$ cat src/hdl/fsta_pkg.sv
`timescale 1ns / 1ps
// ----------------------------------------------------------------------------
// fsta_pkg
// shared widths, defaults, register indexes and control structs for the
// fixed step tick accumulator
// ----------------------------------------------------------------------------
package fsta_pkg;

    localparam int TIME_WIDTH     = 32;
    localparam int ACC_WIDTH      = TIME_WIDTH + 1;
    localparam int STEP_WIDTH     = 20;
    localparam int LIMIT_WIDTH    = 6;
    localparam int COUNT_WIDTH    = 64;
    localparam int CFG_IDX_WIDTH  = 2;
    localparam int CFG_DATA_WIDTH = 32;
    localparam int IN_DATA_WIDTH  = 32;
    localparam int OUT_PAYLOAD    = 2 * LIMIT_WIDTH + 2 * COUNT_WIDTH + ACC_WIDTH;
    localparam int OUT_DATA_WIDTH = ((OUT_PAYLOAD + 7) / 8) * 8;
    localparam int DIV_CNT_WIDTH  = $clog2(ACC_WIDTH);

    localparam logic [LIMIT_WIDTH-1:0]   STEP_LIMIT    = LIMIT_WIDTH'(63);
    localparam logic [STEP_WIDTH-1:0]    DEFAULT_STEP  = STEP_WIDTH'(33333);
    localparam logic [LIMIT_WIDTH-1:0]   DEFAULT_LIMIT = LIMIT_WIDTH'(1);
    localparam logic [TIME_WIDTH-1:0]    DEFAULT_CLAMP = TIME_WIDTH'(250000);
    localparam logic [DIV_CNT_WIDTH-1:0] DIV_LAST      = DIV_CNT_WIDTH'(ACC_WIDTH - 1);

    localparam logic [CFG_IDX_WIDTH-1:0] CFG_STEP_TICKS      = 2'd0;
    localparam logic [CFG_IDX_WIDTH-1:0] CFG_MAX_STEPS       = 2'd1;
    localparam logic [CFG_IDX_WIDTH-1:0] CFG_MAX_FRAME_TICKS = 2'd2;

    localparam logic OP_ADVANCE = 1'b0;
    localparam logic OP_CLEAR   = 1'b1;

    localparam logic KIND_TICK   = 1'b0;
    localparam logic KIND_STATUS = 1'b1;

    typedef struct packed {
        logic capture;
        logic clear;
        logic add;
        logic step_sub;
        logic div_start;
        logic div_iter;
        logic div_commit;
        logic load_tick;
        logic load_status;
    } fsta_cmd_t;

    typedef struct packed {
        logic acc_ge_step;
        logic below_limit;
        logic div_last;
        logic out_free;
    } fsta_stat_t;

endpackage

$ cat src/hdl/fsta_ctrl.sv
`timescale 1ns / 1ps
// ----------------------------------------------------------------------------
// fsta_ctrl
// sequencer per frame: clear or add, step ticks, drop by division, status
// ----------------------------------------------------------------------------
module fsta_ctrl
(
    input  logic                 clk,
    input  logic                 rst_n,
    input  logic                 in_valid,
    input  logic                 in_op,
    output logic                 in_ready,
    input  fsta_pkg::fsta_stat_t stat,
    output fsta_pkg::fsta_cmd_t  cmd
);

    typedef enum logic [2:0] {
        ST_IDLE,
        ST_CLEAR,
        ST_ADD,
        ST_LOOP,
        ST_TICK,
        ST_DIV,
        ST_COMMIT,
        ST_STATUS
    } state_t;

    state_t state_reg;
    state_t state_next;

    always_ff @(posedge clk or negedge rst_n)
    begin
        if (!rst_n)
        begin
            state_reg <= ST_IDLE;
        end
        else
        begin
            state_reg <= state_next;
        end
    end

    assign in_ready = (state_reg == ST_IDLE);

    always_comb
    begin
        state_next = state_reg;
        cmd        = '0;
        unique case (state_reg)
            ST_IDLE:
            begin
                if (in_valid)
                begin
                    cmd.capture = 1'b1;
                    state_next  = (in_op == fsta_pkg::OP_CLEAR) ? ST_CLEAR : ST_ADD;
                end
            end
            ST_CLEAR:
            begin
                cmd.clear  = 1'b1;
                state_next = ST_STATUS;
            end
            ST_ADD:
            begin
                cmd.add    = 1'b1;
                state_next = ST_LOOP;
            end
            ST_LOOP:
            begin
                if (stat.acc_ge_step && stat.below_limit)
                begin
                    cmd.step_sub = 1'b1;
                    state_next   = ST_TICK;
                end
                else if (stat.acc_ge_step)
                begin
                    cmd.div_start = 1'b1;
                    state_next    = ST_DIV;
                end
                else
                begin
                    state_next = ST_STATUS;
                end
            end
            ST_TICK:
            begin
                if (stat.out_free)
                begin
                    cmd.load_tick = 1'b1;
                    state_next    = ST_LOOP;
                end
            end
            ST_DIV:
            begin
                cmd.div_iter = 1'b1;
                if (stat.div_last)
                begin
                    state_next = ST_COMMIT;
                end
            end
            ST_COMMIT:
            begin
                cmd.div_commit = 1'b1;
                state_next     = ST_STATUS;
            end
            ST_STATUS:
            begin
                if (stat.out_free)
                begin
                    cmd.load_status = 1'b1;
                    state_next      = ST_IDLE;
                end
            end
            default:
            begin
                state_next = ST_IDLE;
            end
        endcase
    end

endmodule

$ cat src/hdl/fsta_dp.sv
`timescale 1ns / 1ps
// ----------------------------------------------------------------------------
// fsta_dp
// accumulator, counters, settings, restoring divider and output register
// ----------------------------------------------------------------------------
module fsta_dp
(
    input  logic                                    clk,
    input  logic                                    rst_n,
    input  fsta_pkg::fsta_cmd_t                     cmd,
    output fsta_pkg::fsta_stat_t                    stat,
    input  logic [fsta_pkg::IN_DATA_WIDTH-1:0]      in_frame,
    input  logic                                    cfg_write,
    input  logic [fsta_pkg::CFG_IDX_WIDTH-1:0]      cfg_index,
    input  logic [fsta_pkg::CFG_DATA_WIDTH-1:0]     cfg_data,
    output logic                                    out_valid,
    input  logic                                    out_ready,
    output logic [fsta_pkg::OUT_DATA_WIDTH-1:0]     out_data,
    output logic                                    out_user,
    output logic                                    out_last
);

    localparam int AW = fsta_pkg::ACC_WIDTH;
    localparam int SW = fsta_pkg::STEP_WIDTH;
    localparam int LW = fsta_pkg::LIMIT_WIDTH;
    localparam int CW = fsta_pkg::COUNT_WIDTH;
    localparam int TW = fsta_pkg::TIME_WIDTH;

    logic [SW-1:0] step_cfg_reg;
    logic [LW-1:0] limit_cfg_reg;
    logic [TW-1:0] clamp_cfg_reg;

    logic [AW-1:0] acc_reg;
    logic [AW-1:0] acc_next;
    logic [CW-1:0] total_reg;
    logic [CW-1:0] total_next;
    logic [CW-1:0] dropped_reg;
    logic [CW-1:0] dropped_next;
    logic [LW-1:0] exec_reg;
    logic [LW-1:0] exec_next;

    logic [TW-1:0] frame_reg;
    logic [SW-1:0] rem_reg;
    logic [SW-1:0] rem_next;
    logic [AW-1:0] quot_reg;
    logic [AW-1:0] quot_next;
    logic [fsta_pkg::DIV_CNT_WIDTH-1:0] div_cnt_reg;

    logic                              out_valid_reg;
    logic [fsta_pkg::OUT_DATA_WIDTH-1:0] out_data_reg;
    logic                              out_user_reg;
    logic                              out_last_reg;

    logic [SW-1:0] step_eff;
    logic [LW-1:0] limit_eff;
    logic [TW-1:0] clamp_eff;
    logic [TW-1:0] frame_in;
    logic [SW:0]   trial;

    // effective settings, zero values fall back to defaults
    always_comb
    begin
        step_eff  = (step_cfg_reg == '0) ? fsta_pkg::DEFAULT_STEP : step_cfg_reg;
        limit_eff = (limit_cfg_reg == '0) ? fsta_pkg::DEFAULT_LIMIT : limit_cfg_reg;
        if (limit_eff > fsta_pkg::STEP_LIMIT)
        begin
            limit_eff = fsta_pkg::STEP_LIMIT;
        end
        clamp_eff = (clamp_cfg_reg == '0) ? fsta_pkg::DEFAULT_CLAMP : clamp_cfg_reg;
        frame_in  = TW'(in_frame);
    end

    assign stat.acc_ge_step = (acc_reg >= AW'(step_eff));
    assign stat.below_limit = (exec_reg < limit_eff);
    assign stat.div_last    = (div_cnt_reg == fsta_pkg::DIV_LAST);
    assign stat.out_free    = !out_valid_reg || out_ready;

    assign trial = {rem_reg, quot_reg[AW-1]};

    always_comb
    begin
        if (trial >= {1'b0, step_eff})
        begin
            rem_next  = SW'(trial - {1'b0, step_eff});
            quot_next = {quot_reg[AW-2:0], 1'b1};
        end
        else
        begin
            rem_next  = trial[SW-1:0];
            quot_next = {quot_reg[AW-2:0], 1'b0};
        end
    end

    always_comb
    begin
        acc_next     = acc_reg;
        total_next   = total_reg;
        dropped_next = dropped_reg;
        exec_next    = exec_reg;
        if (cmd.capture)
        begin
            exec_next = '0;
        end
        if (cmd.clear)
        begin
            acc_next     = '0;
            total_next   = '0;
            dropped_next = '0;
        end
        if (cmd.add)
        begin
            acc_next = acc_reg + AW'(frame_reg);
        end
        if (cmd.step_sub)
        begin
            acc_next   = acc_reg - AW'(step_eff);
            total_next = total_reg + CW'(1);
        end
        if (cmd.div_commit)
        begin
            acc_next     = AW'(rem_reg);
            dropped_next = dropped_reg + CW'(quot_reg);
        end
        if (cmd.load_tick)
        begin
            exec_next = exec_reg + LW'(1);
        end
    end

    always_ff @(posedge clk or negedge rst_n)
    begin
        if (!rst_n)
        begin
            step_cfg_reg  <= fsta_pkg::DEFAULT_STEP;
            limit_cfg_reg <= fsta_pkg::DEFAULT_LIMIT;
            clamp_cfg_reg <= fsta_pkg::DEFAULT_CLAMP;
            acc_reg       <= '0;
            total_reg     <= '0;
            dropped_reg   <= '0;
            exec_reg      <= '0;
            div_cnt_reg   <= '0;
            out_valid_reg <= 1'b0;
        end
        else
        begin
            if (cfg_write)
            begin
                unique case (cfg_index)
                    fsta_pkg::CFG_STEP_TICKS:      step_cfg_reg  <= cfg_data[SW-1:0];
                    fsta_pkg::CFG_MAX_STEPS:       limit_cfg_reg <= cfg_data[LW-1:0];
                    fsta_pkg::CFG_MAX_FRAME_TICKS: clamp_cfg_reg <= cfg_data[TW-1:0];
                    default:
                    begin
                    end
                endcase
            end
            acc_reg     <= acc_next;
            total_reg   <= total_next;
            dropped_reg <= dropped_next;
            exec_reg    <= exec_next;
            if (cmd.div_start)
            begin
                div_cnt_reg <= '0;
            end
            else if (cmd.div_iter)
            begin
                div_cnt_reg <= div_cnt_reg + fsta_pkg::DIV_CNT_WIDTH'(1);
            end
            if (cmd.load_tick || cmd.load_status)
            begin
                out_valid_reg <= 1'b1;
            end
            else if (out_ready)
            begin
                out_valid_reg <= 1'b0;
            end
        end
    end

    always_ff @(posedge clk)
    begin
        if (cmd.capture)
        begin
            frame_reg <= (frame_in > clamp_eff) ? clamp_eff : frame_in;
        end
        if (cmd.div_start)
        begin
            rem_reg  <= '0;
            quot_reg <= acc_reg;
        end
        else if (cmd.div_iter)
        begin
            rem_reg  <= rem_next;
            quot_reg <= quot_next;
        end
        if (cmd.load_tick)
        begin
            out_data_reg <= fsta_pkg::OUT_DATA_WIDTH'({acc_reg, dropped_reg, total_reg,
                                                      {LW{1'b0}}, exec_reg});
            out_user_reg <= fsta_pkg::KIND_TICK;
            out_last_reg <= 1'b0;
        end
        else if (cmd.load_status)
        begin
            out_data_reg <= fsta_pkg::OUT_DATA_WIDTH'({acc_reg, dropped_reg, total_reg,
                                                      exec_reg, {LW{1'b0}}});
            out_user_reg <= fsta_pkg::KIND_STATUS;
            out_last_reg <= 1'b1;
        end
    end

    assign out_valid = out_valid_reg;
    assign out_data  = out_data_reg;
    assign out_user  = out_user_reg;
    assign out_last  = out_last_reg;

endmodule

$ cat src/hdl/fixed_step_tick_accumulator.sv
`timescale 1ns / 1ps
// ----------------------------------------------------------------------------
// fixed_step_tick_accumulator
// flow: capture the input, add the clamped frame, one tick result per whole
//   step up to the step limit, remaining whole steps dropped by the divider
//   (one quotient bit a cycle), then the status result; a clear goes to status
// reset: accumulator and counters cleared, settings at their defaults
// ----------------------------------------------------------------------------
module fixed_step_tick_accumulator
(
    input  logic                                    clk,
    input  logic                                    rst_n,
    input  logic                                    cfg_valid,
    output logic                                    cfg_ready,
    input  logic [fsta_pkg::CFG_IDX_WIDTH-1:0]      cfg_index,
    input  logic [fsta_pkg::CFG_DATA_WIDTH-1:0]     cfg_data,
    input  logic                                    s_axis_tvalid,
    output logic                                    s_axis_tready,
    // frame_ticks
    input  logic [fsta_pkg::IN_DATA_WIDTH-1:0]      s_axis_tdata,
    // op
    input  logic                                    s_axis_tuser,
    output logic                                    m_axis_tvalid,
    input  logic                                    m_axis_tready,
    // step_index, executed_count, total_count, dropped_count, residual_ticks
    output logic [fsta_pkg::OUT_DATA_WIDTH-1:0]     m_axis_tdata,
    // kind
    output logic                                    m_axis_tuser,
    output logic                                    m_axis_tlast
);

    fsta_pkg::fsta_cmd_t  cmd;
    fsta_pkg::fsta_stat_t stat;

    assign cfg_ready = 1'b1;

    fsta_ctrl u_ctrl
    (
        .clk      (clk),
        .rst_n    (rst_n),
        .in_valid (s_axis_tvalid),
        .in_op    (s_axis_tuser),
        .in_ready (s_axis_tready),
        .stat     (stat),
        .cmd      (cmd)
    );

    fsta_dp u_dp
    (
        .clk       (clk),
        .rst_n     (rst_n),
        .cmd       (cmd),
        .stat      (stat),
        .in_frame  (s_axis_tdata),
        .cfg_write (cfg_valid),
        .cfg_index (cfg_index),
        .cfg_data  (cfg_data),
        .out_valid (m_axis_tvalid),
        .out_ready (m_axis_tready),
        .out_data  (m_axis_tdata),
        .out_user  (m_axis_tuser),
        .out_last  (m_axis_tlast)
    );

endmodule
$ cat config.mk
export PLATFORM = sky130hd
export DESIGN_NAME = fixed_step_tick_accumulator
export DESIGN_NICKNAME = d
export VERILOG_FILES = /design/src/hdl/fsta_pkg.sv /design/src/hdl/fsta_ctrl.sv /design/src/hdl/fsta_dp.sv /design/src/hdl/fixed_step_tick_accumulator.sv
export SDC_FILE = /design/constraint.sdc
export NUM_CORES = 1
export LEC_CHECK = 0
export BUFFER_PORTS_ARGS = -buffer_cell sky130_fd_sc_hd__buf_4
export CELL_PAD_IN_SITES_DETAIL_PLACEMENT = 0
export CELL_PAD_IN_SITES_GLOBAL_PLACEMENT = 2
export CORE_UTILIZATION = 39
export DETAILED_ROUTE_END_ITERATION = 16
export HOLD_SLACK_MARGIN = 0.03
export PLACE_DENSITY_LB_ADDON = 0.05
export SLEW_MARGIN = 20
export SYNTH_ARGS = -nofsm -noshare
export SYNTH_HDL_FRONTEND = slang
export SYNTH_SLANG_ARGS = --single-unit
export TNS_END_PERCENT = 5
$ cat constraint.sdc
create_clock -name clk -period 8.2 [get_ports clk]
set_input_delay 1.64 -clock clk [delete_from_list [all_inputs] [get_ports clk]]
set_output_delay 1.64 -clock clk [all_outputs]
set_load 0.02 [all_outputs]
==> metrics.txt <==
largest net degree at the start of global routing 265; Sw Share 0.417; max_cap viols 0; Residual DRC 0; final setup TNS 0 ns; CTS sink cnt slightly below 500; Hold Startpoint u_dp.dropped_reg[50]; Final Max Tran Viols 0; post_cts resized 0; CTS tree built; WL final 77,500 µm; antenna violations before repair 0; kind of critical path register to register; unrepaired setup endpoints after global routing no; Iter 0 DRT Violations approximately 1,500; design area 31,900 µm²; Final min period ~5.2 ns; DRT met1 WL about 37,000 µm; die height between 200 and 300 µm; Hold Crit Class register to register; Seq cells post-synth roughly 490; Post-DRT Antenna Nets 0; post-synthesis sequential area ratio 0.491; Max H-tree Level 2; fin nets approximately 3,000; worst slew pin tran 1.11 ns; Final period util 0.635; CTS Hold Bufs 0; IO Port Bufs 248; clock share of power 0.214; Clock Tree Buf Depth 3; Placed Instance Area 30,000 µm²; # IOs 253; FMAX ~0.19 GHz; WL met2 ~35,000 µm; dpl hpwl approximately 57,000 µm; CTS clk-pin slew, worst paths approximately 0.06 ns; n_diodes 0; Crit path required time 8.58 ns; leakage power between 10 and 15 nW; ys flop type edfxtp_1; Post-synth EDFFs ~230; met3 routed WL between 2000 and 3000 µm; die width 267 µm; post-synth cell types 94; worst clock skew 0.0162 ns; Largest register FFs around 170; share of cells above drive strength 1 0.175; Worst setup EP type register; crit path launch u_dp.step_cfg_reg[8]; total gr overflow 0; vias in the first global route just over 20,000; Fillers approximately 6,500; routability-driven placement congestion ratio 0.857; share of the synthesized area in the top cell type 0.255; Total Routing Usage GR 0.216; crit path DAT 5.59 ns; cell count after placement between 3,000 and 4,000; Vias 20,500; Rows 96; area leader, netlist edfxtp_1; setup bufs post-CTS 0; CTS buffer count just under 60; most frequent cell after synthesis edfxtp_1; Core ar. 68,900 µm²; first-pass GRT wire length 119,000 µm; Seq pwr share 0.338; status complete, no violations; post-route insts no fill roughly 3,800; Gate power share 0.448; syn avg cell area between 10 and 15 µm²; Clock Latency Late Sink around 0.63 ns; Top Layer Used met4; Synth top cells by count edfxtp_1, dfrtp_1, nand2_1; routed wire length per instance 20.4 µm; critical path peak fanout 55; Synth area leaders edfxtp_1, dfrtp_1, ha_1; WHS between 0.4 and 0.5 ns; area growth from synthesis to layout 16.9%; Avg Vias per Cell 5.39; drt first pass iters 5; reg2reg start u_dp.step_cfg_reg[8]; Root Driver clkbuf_16; Starting Density 0.396; Int Pwr approximately 7 mW; Final setup viols 0; worst vdd ir 200 µV; Pwr Density roughly 380 nW/µm²; Die Area between 70,000 and 80,000 µm²; Post-Syn Area between 20,000 and 30,000 µm²; cells after synthesis 2,613; crit start category register; Async SR Flop Fraction 0.476; synth warn 0; Rel. slew slack 0.258; Final Hold Fails 0; Sw Pwr 5.00 mW
-- routing by layer --
metal  vias up  GRT usage
met5         -          0
met4         0     0.0679
met3       112     0.0284
met2       432      0.352
met1      9968      0.298
li1       9999          -
-- critical path: stages (launching register included) --
cell	delay, ns
dfrtp_1	0.37
nor4_1	0.64
and2_4	0.33
and3_1	0.32
nor2_1	0.12
ha_1	0.38
nand4_1	0.18
nor3_1	0.10
a2111oi_0	0.44
nand3_1	0.27
or3_1	0.59
nand3_2	0.14
buf_4	0.55
mux2_2	0.42
-- cell type report --
type                    count  area, µm²  share of cell area
multi-input cells        1906      13000               0.408
clock inverters            38        354              0.0111
repair buffers            274       2100              0.0657
well taps                 931       1160              0.0365
flip-flops and latches    494      13400               0.420
clock buffers              72       1520              0.0477
inverters                  93        349              0.0109
-- final timing paths --
kind,end,depth (start not counted),slack (ns)
worst max-delay path,u_dp.quot_reg[10],13,2.99
worst min-delay path,u_dp.dropped_reg[50],1,0.47
worst max register to register,u_dp.quot_reg[10],13,2.99
worst min register to register,u_dp.dropped_reg[50],1,0.47
max in group asynchronous,u_dp.acc_reg[12],2,5.71
min in group asynchronous,u_dp.clamp_cfg_reg[29],1,1.06
-- through the flow --
stage	power, mW	worst slack (ns)	util
after global placement	9.43	2.97	0.435
after global routing	12.8	2.70	0.463
after floorplan	7.71	0.903	-
final	12.0	2.99	0.463
after CTS	12.1	2.89	0.463
after detailed placement	9.47	2.89	0.435
-- cells in the final DEF, fill, tap and decap left out, drive strengths merged, types with 37 or more instances in the layout --
master    n
dfrtp   221
xnor2    50
o211ai   37
a21oi   142
buf     274
nand4    41
edfxtp  232
nor2    140
mux2    100
xor2     47
mux2i    60
a21o     56
nor3     45
o21ai   199
clkbuf   72
ha      144
o31ai    38
inv      95
nand2   206
and2    174
nand3   104
and3     39
-- logic make-up after synthesis --
family / Yosys count / synth area share
AO/OA/AOI/OAI: 629 / 0.146
flip-flops: 494 / 0.491
XOR/XNOR: 97 / 0.0311
adder cells (fa/ha/maj): 150 / 0.0696
buffers and inverters: 215 / 0.0338
AND/OR/NAND/NOR: 866 / 0.165
other: 2 / 0.000275
multiplexers: 160 / 0.0632
-- power groups by stage --
stage | combinational [mW] | sequential (mW) | clock, mW
4_1_cts | 5.38 | 4.07 | 2.64
3_5_place_dp | 5.36 | 4.11 | 0
2_1_floorplan | 3.51 | 4.21 | 0
3_3_place_gp | 5.33 | 4.10 | 0
6_report | 5.37 | 4.05 | 2.56
5_1_grt | 5.95 | 4.13 | 2.74
No activity file was read; power rests on OpenSTA's default activity.
